### src/rtl/assert_macros.svh
// assertion macros for the rtl files, included by tcw_engine.sv
`ifndef ASSERT_MACROS_SVH
`define ASSERT_MACROS_SVH

`ifndef SYNTHESIS

// property that must hold on every clock edge out of reset
`define TCW_ASSERT(lbl, clk, rst_n, prop) \
  lbl: assert property (@(posedge clk) disable iff (!rst_n) prop) \
    else $error("tcw assertion failed");

// property that must hold on every clock edge, reset included
`define TCW_ASSERT_ALWAYS(lbl, clk, prop) \
  lbl: assert property (@(posedge clk) prop) \
    else $error("tcw assertion failed");

`else

`define TCW_ASSERT(lbl, clk, rst_n, prop)
`define TCW_ASSERT_ALWAYS(lbl, clk, prop)

`endif

`endif

### src/rtl/tcw_pkg.sv
// shared types and constants of the text console character writer
package tcw_pkg;

  localparam int CURSOR_W = 11;
  localparam int DATA_W   = 16;
  localparam int CHAR_W   = 8;
  localparam int ATTR_W   = 8;
  localparam int OP_W     = 2;
  localparam int INDEX_W  = 11;

  localparam logic [OP_W-1:0] OP_WRITE = 2'd0;
  localparam logic [OP_W-1:0] OP_CLEAR = 2'd1;
  localparam logic [OP_W-1:0] OP_READ  = 2'd2;

  localparam logic [CHAR_W-1:0] CH_BS      = 8'h08;
  localparam logic [CHAR_W-1:0] CH_TAB     = 8'h09;
  localparam logic [CHAR_W-1:0] CH_LF      = 8'h0A;
  localparam logic [CHAR_W-1:0] CH_CR      = 8'h0D;
  localparam logic [CHAR_W-1:0] BLANK_CHAR = 8'h20;

  localparam int TAB_STEP = 8;

  localparam logic [ATTR_W-1:0] ATTR_RESET = 8'h0F;

  typedef enum logic [2:0] {
    ST_INIT,
    ST_IDLE,
    ST_EXEC,
    ST_RD_WAIT,
    ST_SCROLL,
    ST_FILL,
    ST_CLEAR,
    ST_DONE
  } state_t;

  typedef struct packed {
    logic [CURSOR_W-1:0] cursor_index;
    logic [DATA_W-1:0]   cell_data;
    logic                scrolled;
  } res_t;

endpackage

### src/rtl/tcw_engine.sv
// operation sequencer: cursor, character writes, scroll copy, clear and read
`include "assert_macros.svh"

module tcw_engine #(
  parameter int COLUMNS = 80,
  parameter int ROWS = 25,
  localparam int ADDR_W = $clog2(COLUMNS * ROWS)
) (
  input  logic                         clk,
  input  logic                         rst_n,
  input  logic                         in_tvalid,
  output logic                         in_tready,
  input  logic [tcw_pkg::OP_W-1:0]     in_op,
  input  logic [tcw_pkg::CHAR_W-1:0]   in_char_code,
  input  logic [tcw_pkg::INDEX_W-1:0]  in_cell_index,
  input  logic [tcw_pkg::ATTR_W-1:0]   attr,
  output logic                         res_valid,
  input  logic                         res_ready,
  output tcw_pkg::res_t                res,
  output logic                         mem_we,
  output logic [ADDR_W-1:0]            mem_waddr,
  output logic [tcw_pkg::DATA_W-1:0]   mem_wdata,
  output logic                         mem_re,
  output logic [ADDR_W-1:0]            mem_raddr,
  input  logic [tcw_pkg::DATA_W-1:0]   mem_rdata
);
  import tcw_pkg::*;

  localparam int CELL_COUNT = COLUMNS * ROWS;
  localparam int COL_W = $clog2(COLUMNS);
  localparam int ROW_W = $clog2(ROWS);
  localparam int CT_W = COL_W + 1;
  localparam int RT_W = ROW_W + 1;
  localparam int CMP_W = (ADDR_W > INDEX_W) ? ADDR_W + 1 : INDEX_W + 1;
  localparam logic [ADDR_W-1:0] LAST_CELL = ADDR_W'(CELL_COUNT - 1);
  localparam logic [ADDR_W-1:0] FIRST_SRC = ADDR_W'(COLUMNS);
  localparam logic [ADDR_W-1:0] BOTTOM_ROW = ADDR_W'((ROWS - 1) * COLUMNS);

  state_t state_r, state_nxt;

  logic [OP_W-1:0]    op_r;
  logic [CHAR_W-1:0]  char_r;
  logic [INDEX_W-1:0] idx_r;
  logic [COL_W-1:0]   col_r;
  logic [ROW_W-1:0]   row_r;
  logic [ADDR_W-1:0]  ptr_r;
  logic               pend_r;
  logic [ADDR_W-1:0]  pend_addr_r;
  logic               scroll_r;
  logic [DATA_W-1:0]  data_r;

  logic               accept;
  logic [ADDR_W-1:0]  cur_lin;
  logic [CT_W-1:0]    col_a, col_b;
  logic [RT_W-1:0]    row_a, row_b;
  logic [COL_W-1:0]   col_n;
  logic [ROW_W-1:0]   row_n;
  logic               need_scroll;
  logic               printable;
  logic               idx_ok;
  logic [CMP_W-1:0]   idx_ext;

  assign accept    = in_tvalid && in_tready;
  assign cur_lin   = ADDR_W'(row_r) * ADDR_W'(COLUMNS) + ADDR_W'(col_r);
  assign printable = (char_r >= BLANK_CHAR);
  assign idx_ext   = CMP_W'(idx_r);
  assign idx_ok    = (idx_ext < CMP_W'(CELL_COUNT));

  // cursor motion for one character
  always_comb begin
    col_a = {1'b0, col_r};
    row_a = {1'b0, row_r};
    priority if (char_r == CH_BS) begin
      if (col_r != '0) begin
        col_a = {1'b0, col_r} - CT_W'(1);
      end
    end else if (char_r == CH_TAB) begin
      col_a = ({1'b0, col_r} + CT_W'(TAB_STEP)) & ~CT_W'(TAB_STEP - 1);
    end else if (char_r == CH_CR) begin
      col_a = '0;
    end else if (char_r == CH_LF) begin
      col_a = '0;
      row_a = {1'b0, row_r} + RT_W'(1);
    end else if (printable) begin
      col_a = {1'b0, col_r} + CT_W'(1);
    end else begin
      col_a = {1'b0, col_r};
    end

    col_b = col_a;
    row_b = row_a;
    if (col_a >= CT_W'(COLUMNS)) begin
      col_b = '0;
      row_b = row_a + RT_W'(1);
    end

    need_scroll = (row_b >= RT_W'(ROWS));
    col_n = col_b[COL_W-1:0];
    row_n = need_scroll ? ROW_W'(ROWS - 1) : row_b[ROW_W-1:0];
  end

  // next state
  always_comb begin
    state_nxt = state_r;
    unique case (state_r)
      ST_INIT: begin
        if (ptr_r == LAST_CELL) state_nxt = ST_IDLE;
      end
      ST_IDLE: begin
        if (in_tvalid) state_nxt = ST_EXEC;
      end
      ST_EXEC: begin
        unique case (op_r)
          OP_WRITE: state_nxt = need_scroll ? ST_SCROLL : ST_DONE;
          OP_CLEAR: state_nxt = ST_CLEAR;
          OP_READ:  state_nxt = idx_ok ? ST_RD_WAIT : ST_DONE;
          default:  state_nxt = ST_DONE;
        endcase
      end
      ST_RD_WAIT: state_nxt = ST_DONE;
      ST_SCROLL: begin
        if (ptr_r == LAST_CELL) state_nxt = ST_FILL;
      end
      ST_FILL: begin
        if (!pend_r && ptr_r == LAST_CELL) state_nxt = ST_DONE;
      end
      ST_CLEAR: begin
        if (ptr_r == LAST_CELL) state_nxt = ST_DONE;
      end
      ST_DONE: begin
        if (res_ready) state_nxt = in_tvalid ? ST_EXEC : ST_IDLE;
      end
      default: state_nxt = ST_INIT;
    endcase
  end

  // outputs and memory port control
  always_comb begin
    in_tready = 1'b0;
    res_valid = 1'b0;
    mem_we    = 1'b0;
    mem_waddr = ptr_r;
    mem_wdata = {attr, BLANK_CHAR};
    mem_re    = 1'b0;
    mem_raddr = ptr_r;
    unique case (state_r)
      ST_INIT: begin
        mem_we    = 1'b1;
        mem_wdata = {ATTR_RESET, BLANK_CHAR};
      end
      ST_IDLE: in_tready = 1'b1;
      ST_EXEC: begin
        if (op_r == OP_WRITE && printable) begin
          mem_we    = 1'b1;
          mem_waddr = cur_lin;
          mem_wdata = {attr, char_r};
        end
        if (op_r == OP_READ && idx_ok) begin
          mem_re    = 1'b1;
          mem_raddr = ADDR_W'(idx_ext);
        end
      end
      ST_RD_WAIT: ;
      ST_SCROLL: begin
        // read one row ahead, write the cell read last cycle
        mem_re    = 1'b1;
        mem_we    = pend_r;
        mem_waddr = pend_addr_r;
        mem_wdata = mem_rdata;
      end
      ST_FILL: begin
        mem_we = 1'b1;
        if (pend_r) begin
          mem_waddr = pend_addr_r;
          mem_wdata = mem_rdata;
        end
      end
      ST_CLEAR: mem_we = 1'b1;
      ST_DONE: begin
        res_valid = 1'b1;
        in_tready = res_ready;
      end
      default: ;
    endcase
  end

  assign res.cursor_index = CURSOR_W'(cur_lin);
  assign res.cell_data    = data_r;
  assign res.scrolled     = scroll_r;

  always_ff @(posedge clk) begin
    if (!rst_n) begin
      state_r <= ST_INIT;
    end else begin
      state_r <= state_nxt;
    end
  end

  always_ff @(posedge clk) begin
    if (accept) begin
      op_r   <= in_op;
      char_r <= in_char_code;
      idx_r  <= in_cell_index;
    end
    if (state_r == ST_EXEC) begin
      data_r   <= '0;
      scroll_r <= 1'b0;
      if (op_r == OP_WRITE) begin
        scroll_r <= need_scroll;
      end
    end
    if (state_r == ST_RD_WAIT) begin
      data_r <= mem_rdata;
    end
    if (state_r == ST_SCROLL) begin
      pend_addr_r <= ptr_r - FIRST_SRC;
    end
  end

  always_ff @(posedge clk) begin
    if (!rst_n) begin
      col_r  <= '0;
      row_r  <= '0;
      ptr_r  <= '0;
      pend_r <= 1'b0;
    end else begin
      unique case (state_r)
        ST_INIT, ST_CLEAR: begin
          ptr_r <= (ptr_r == LAST_CELL) ? '0 : ptr_r + ADDR_W'(1);
        end
        ST_EXEC: begin
          pend_r <= 1'b0;
          if (op_r == OP_WRITE) begin
            col_r <= col_n;
            row_r <= row_n;
            ptr_r <= FIRST_SRC;
          end else if (op_r == OP_CLEAR) begin
            col_r <= '0;
            row_r <= '0;
            ptr_r <= '0;
          end
        end
        ST_SCROLL: begin
          pend_r <= 1'b1;
          ptr_r  <= (ptr_r == LAST_CELL) ? BOTTOM_ROW : ptr_r + ADDR_W'(1);
        end
        ST_FILL: begin
          if (pend_r) begin
            pend_r <= 1'b0;
          end else if (ptr_r != LAST_CELL) begin
            ptr_r <= ptr_r + ADDR_W'(1);
          end
        end
        default: ;
      endcase
    end
  end

  `TCW_ASSERT(a_accept_exec, clk, rst_n, accept |=> state_r == ST_EXEC)
  `TCW_ASSERT(a_no_pend_idle, clk, rst_n, (state_r == ST_IDLE || state_r == ST_DONE) |-> !pend_r)
  `TCW_ASSERT(a_cursor_range, clk, rst_n, (RT_W'(row_r) < RT_W'(ROWS)) && (CT_W'(col_r) < CT_W'(COLUMNS)))
  `TCW_ASSERT(a_waddr_range, clk, rst_n, mem_we |-> ({1'b0, mem_waddr} < (ADDR_W + 1)'(CELL_COUNT)))
  `TCW_ASSERT(a_no_write_on_read, clk, rst_n, (state_r == ST_RD_WAIT || state_r == ST_DONE) |-> !mem_we)

endmodule

### config.mk
export PLATFORM = sky130hd
export DESIGN_NAME = tcw_engine
export DESIGN_NICKNAME = d
export VERILOG_FILES = /design/src/rtl/tcw_pkg.sv /design/src/rtl/tcw_engine.sv
export VERILOG_INCLUDE_DIRS = /design/src /design/src/rtl
export SDC_FILE = /design/constraint.sdc
export NUM_CORES = 1
export LEC_CHECK = 0
export BUFFER_PORTS_ARGS = -buffer_cell sky130_fd_sc_hd__buf_2
export CAP_MARGIN = 20
export CORE_ASPECT_RATIO = 1.1
export CORE_MARGIN = 2
export CORE_UTILIZATION = 32
export CTS_BUF_LIST = sky130_fd_sc_hd__clkbuf_4 sky130_fd_sc_hd__clkbuf_8
export DETAILED_ROUTE_END_ITERATION = 16
export SLEW_MARGIN = 30
export SYNTH_ARGS = -nofsm -noshare
export SYNTH_HDL_FRONTEND = slang
export SYNTH_SLANG_ARGS = --single-unit
### constraint.sdc
create_clock -name clk -period 2.95 [get_ports clk]
set_clock_uncertainty 0.1 [all_clocks]
set_input_delay 0.1475 -clock clk [delete_from_list [all_inputs] [get_ports clk]]
set_output_delay 0.1475 -clock clk [all_outputs]
set_load 0.02 [all_outputs]
-- Yosys cells after proc, flatten, opt, wreduce, memory -nomap -nowiden
Index checks and enable logic that the tools add are counted.
- flip-flop bits (word level): 76
- input port bits: 49
- output and inout bits: 70
- word-level logic and storage cells: 118
- add/subtract/negate cells: 8
- multiply operators: 1
- magnitude comparators: 4
- equality and inequality tests: 24
- multiplexer cells: 52
- reductions and logical operators: 18
- operator list (operator ; count):
    $mux 11 ; 10
    $pmux 16 s4 ; 1
    $mux 8 ; 7
    $mux 16 ; 3
    $pmux 11 s4 ; 1
    $pmux 11 s3 ; 1
    $eq 8x4->1 const B ; 4
    $mux 6 ; 5
    $pmux 3 s8 ; 1
    $mux 3 ; 7
    $mux 7 ; 3
    $ne 2x2->1 const B ; 8
    $mux 5 ; 3
    $eq 3x3->1 const B ; 4
    $add 11x1->11 const B ; 1
    $add 11x7->11 ; 1
    $eq 11x11->1 const B ; 1
    $lt 11x11->1 const B ; 1
    $ne 11x11->1 const B ; 1
    $sub 11x7->11 const B ; 1
    $pmux 3 s3 ; 1
    $add 7x1->8 const B ; 1
    $add 7x4->8 const B ; 1
    $ge 8x6->1 const B ; 1
    27 further kinds ; 39

-- Logic depth before layout (Yosys ltp)
- depth after elaboration: 12
- mapped depth: 12
- depth with buffers taken out: 12

-- Worst setup path after synthesis
OpenSTA, ideal clock, no wires.
- path kind: reg2out
- from: register row_r[1]
- to: output mem_waddr[10]
- data arrival time: 2.718 ns
- required time: 2.703 ns
- slack: -0.016 ns
- stages on the path, launching flop included: 10
- path buffers: 0
- path through: dfxtp_1 -> ha_1 -> ha_1 -> inv_1 -> fa_1 -> nor3_1 -> xnor2_1 -> xnor2_1 -> mux2i_1 -> o32ai_1
- RTL lines (what ; RTL line ; RTL):
    start: declaration ; tcw_engine.sv:45 ; logic [ROW_W-1:0] row_r;
    start signal: assignment ; tcw_engine.sv:235 ; row_r <= row_n;
    end: declaration ; tcw_engine.sv:21 ; output logic [ADDR_W-1:0] mem_waddr,

-- Final worst setup path
- from: register row_r[3]
- to: output mem_waddr[10]
- word-level cells in the longest chain between the ends: 4
- ends and longest elaborated chain (what ; RTL line ; RTL):
    $mul 5x3->7 ; tcw_engine.sv:64 ; assign cur_lin = ADDR_W'(row_r) * ADDR_W'(COLUMNS) + ADDR_W'(col_r);
    $add 11x7->11 ; tcw_engine.sv:64 ;
    $mux 11 ; tcw_engine.sv:153 ; if (op_r == OP_WRITE && printable) begin
    $pmux 11 s3 ; tcw_engine.sv:146 ; unique case (state_r)
Every way passes these cells.

==> reports/results.tsv <==
metric	value	unit
clk_pin_slew	0.08	ns
ys_ff_latch	76	
drt.antenna.violating_nets	0	
max_stage_delay	0.37	ns
numCtsBuffers	9	
synth_area	0.005069	mm²
use_met2	34.28	%
fin_crit_sh	99.06	%
syn_nets	638	
ys_types	67	
grt_pass1_wl	24980	µm
synthToLayoutAreaGrowth	38.81	%
rsz0062_at_grt	true	
max_freq	0.3422	GHz
core_area	0.01562	mm²
maxSlewViolCount	0	
yosys.area_share.adder	6.714	%
drive_gt1_share	32.80	%
critPathSlowestCell	fa_2	
synth_area_per_cell	9.003	µm²
hold_violations	0	
numClockSinks	76	
drc	0	
setup_tns	0	ns
cap_violations	0	
finalCoreUtilization	45.06	%
max_slew.worst_pin.slew	0.8002	ns
cp_max_fo	2	
grt.met1_usage	21.91	%
hold_path_class	in2reg	
overflow	0	
setup_viol	0	
synth_top_family_by_area	compound AO/OA/AOI/OAI gates	
drt-wirelength-per-cell	16.59	µm
first_pass_iters	5	
crit_family	adder cells	
vias_per_cell	5.320	
antenna_cells	0	
dieArea	0.01686	mm²
wirelength	15760	µm
holdWs	0.01446	ns
cts_root_buf	clkbuf_8	
grt_pass1_vias	5053	
antenna_found_initial	0	
grtUsageMet3	4.992	%
ys.flop_type	edfxtp_1	
initial_utilization	32.46	%
finalNetCount	820	
period_minus_slack	2.922	ns
die_y	136.0	µm
crit_chain	ha_4, ha_4, inv_2, fa_2, xor2_4, nor3_4, xnor2_2, xnor2_2, mux2i_1, o32ai_2, buf_4	
place.gp.congestion	0.9067	
status	completed	
port-buffer-count	118	
dp_hpwl	11900	µm
syn-instance-count	563	
top_usage_layer	met2	
cp-end-kind	output port	
criticalPathCategory	reg2out	
die_w	124.0	µm
ys_seq_area_share	39.69	%
layout_setup_ws	0.02786	ns
dp_slack	-0.04568	ns
synth.area.mux_share	3.703	%
power_leakage	0.003140	µW
crit_buf_inv	2	
via_count	5054	
worstSkewPairLatency	0.38	ns
ys.warnings.count	0	
synth_edf_count	49	
tritoncts	done	
drt_iter0_drc	327	
worstPathRequired	2.70	ns
max-vdd-ir-drop	0.4102	mV
powerDensity	339.4	mW/mm²
max-slew-margin-rel	46.09	%
synth_simple_gate_area_share	19.80	%
grt_max_degree	37	
track_usage	19.02	%
async_flop_share	0	%
synth_xor_area_share	3.974	%
synth_compound_area_share	20.98	%
start_kind	flop	
h-tree-depth	3	
clk_path_buf_depth	2	
num_rows	48	
arrival	2.67	ns
io_pins	119	
-- cell usage after synthesis, types with 13 or more instances --
library cell,number,area (µm²)
nand2_1,71,266.5
nor2_1,45,168.9
clkbuf_1,26,97.59
ha_1,24,300.3
and3_1,24,150.1
o21ai_0,31,155.2
inv_1,24,90.09
xnor2_1,13,113.9
a22o_1,14,122.6
edfxtp_1,49,1471
a22oi_1,16,120.1
nor3_1,16,80.08
a21oi_1,25,125.1
dfxtp_1,27,540.5
-- cell usage in the layout (no fill, tap or decap), drive strengths merged, types with 6 or more instances in the layout --
master	instances
a21boi	7
a21oi	25
a22o	14
a22oi	16
a31oi	7
and3	24
buf	175
clkbuf	9
dfxtp	27
dlygate4sd3	34
edfxtp	49
ha	24
inv	24
mux2	11
mux2i	6
nand2	72
nand3	9
nor2	45
nor2b	8
nor3	16
o21ai	34
o31ai	9
xnor2	13
xor2	10
-- state kept, by name, summed over array words and instances (netlist names) --
name / count
scroll_r: 1
state_r: 3
pend_addr_r: 11
pend_r: 1
op_r: 2
data_r: 16
char_r: 8
row_r: 5
col_r: 7
idx_r: 11
ptr_r: 11
-- layer usage --
metal | vias to the layer above | share of wire, %
met4 | 0 | 2.1
met5 | - | 0
met1 | 2415 | 41
met3 | 27 | 6.4
li1 | 2427 | -
met2 | 185 | 50
-- logic make-up (layout without fill, tap and decap cells) --
logic type / Yosys count / in the layout
simple gates: 205 / 205
mux: 17 / 17
buf+inv: 63 / 250
compound gates: 153 / 153
xor+xnor: 23 / 23
flops: 76 / 76
fa+ha+maj: 26 / 26
-- timing repair --
| action | 4_1_cts | 5_1_grt |
|---|---|---|
| endpoints found under the hold margin | 34 | 0 |
| pin swaps | 8 | 16 |
| endpoints found under the setup margin | 5 | 36 |
| setup buffers | 7 | 4 |
| resized for setup | 16 | 36 |
| hold buffers | 34 | 0 |
-- stage by stage --
step | total power [µW] | instance area [µm²] | std cells
after floorplan | 1188 | 5076 | 563
after global placement | 1238 | 6111 | 891
after detailed placement | 1239 | 6111 | 891
after CTS | 2414 | 6867 | 948
after global routing | 2465 | 7036 | 950
final | 2388 | 7036 | 950
-- path summary, 6_finish.rpt --
kind	start	end	slack (ns)	cells past startpoint
worst max-delay path	row_r[3]	mem_waddr[10]	0.03	11
worst min-delay path	mem_rdata[6]	data_r[6]	0.01	2
worst max register to register	char_r[4]	state_r[1]	0.03	10
worst min register to register	ptr_r[4]	pend_addr_r[4]	0.47	1
-- report_power, final --
part	total (µW)	internal, µW	switching, µW
registers	1140	1130	8.09
logic	114	68.2	46.3
clock network	1140	731	407
total	2390	1930	461
-- area by class of cell --
cell class / count / area (µm²)
well taps: 200 / 250.2
inverters: 25 / 97.59
repair buffers: 209 / 1375
clock inverters: 7 / 162.7
fillers: 1491 / 8579
clock buffers: 9 / 123.9
multi-input cells: 424 / 3008
flip-flops and latches: 76 / 2018
Note: power is estimated with default switching activity, not from simulation.
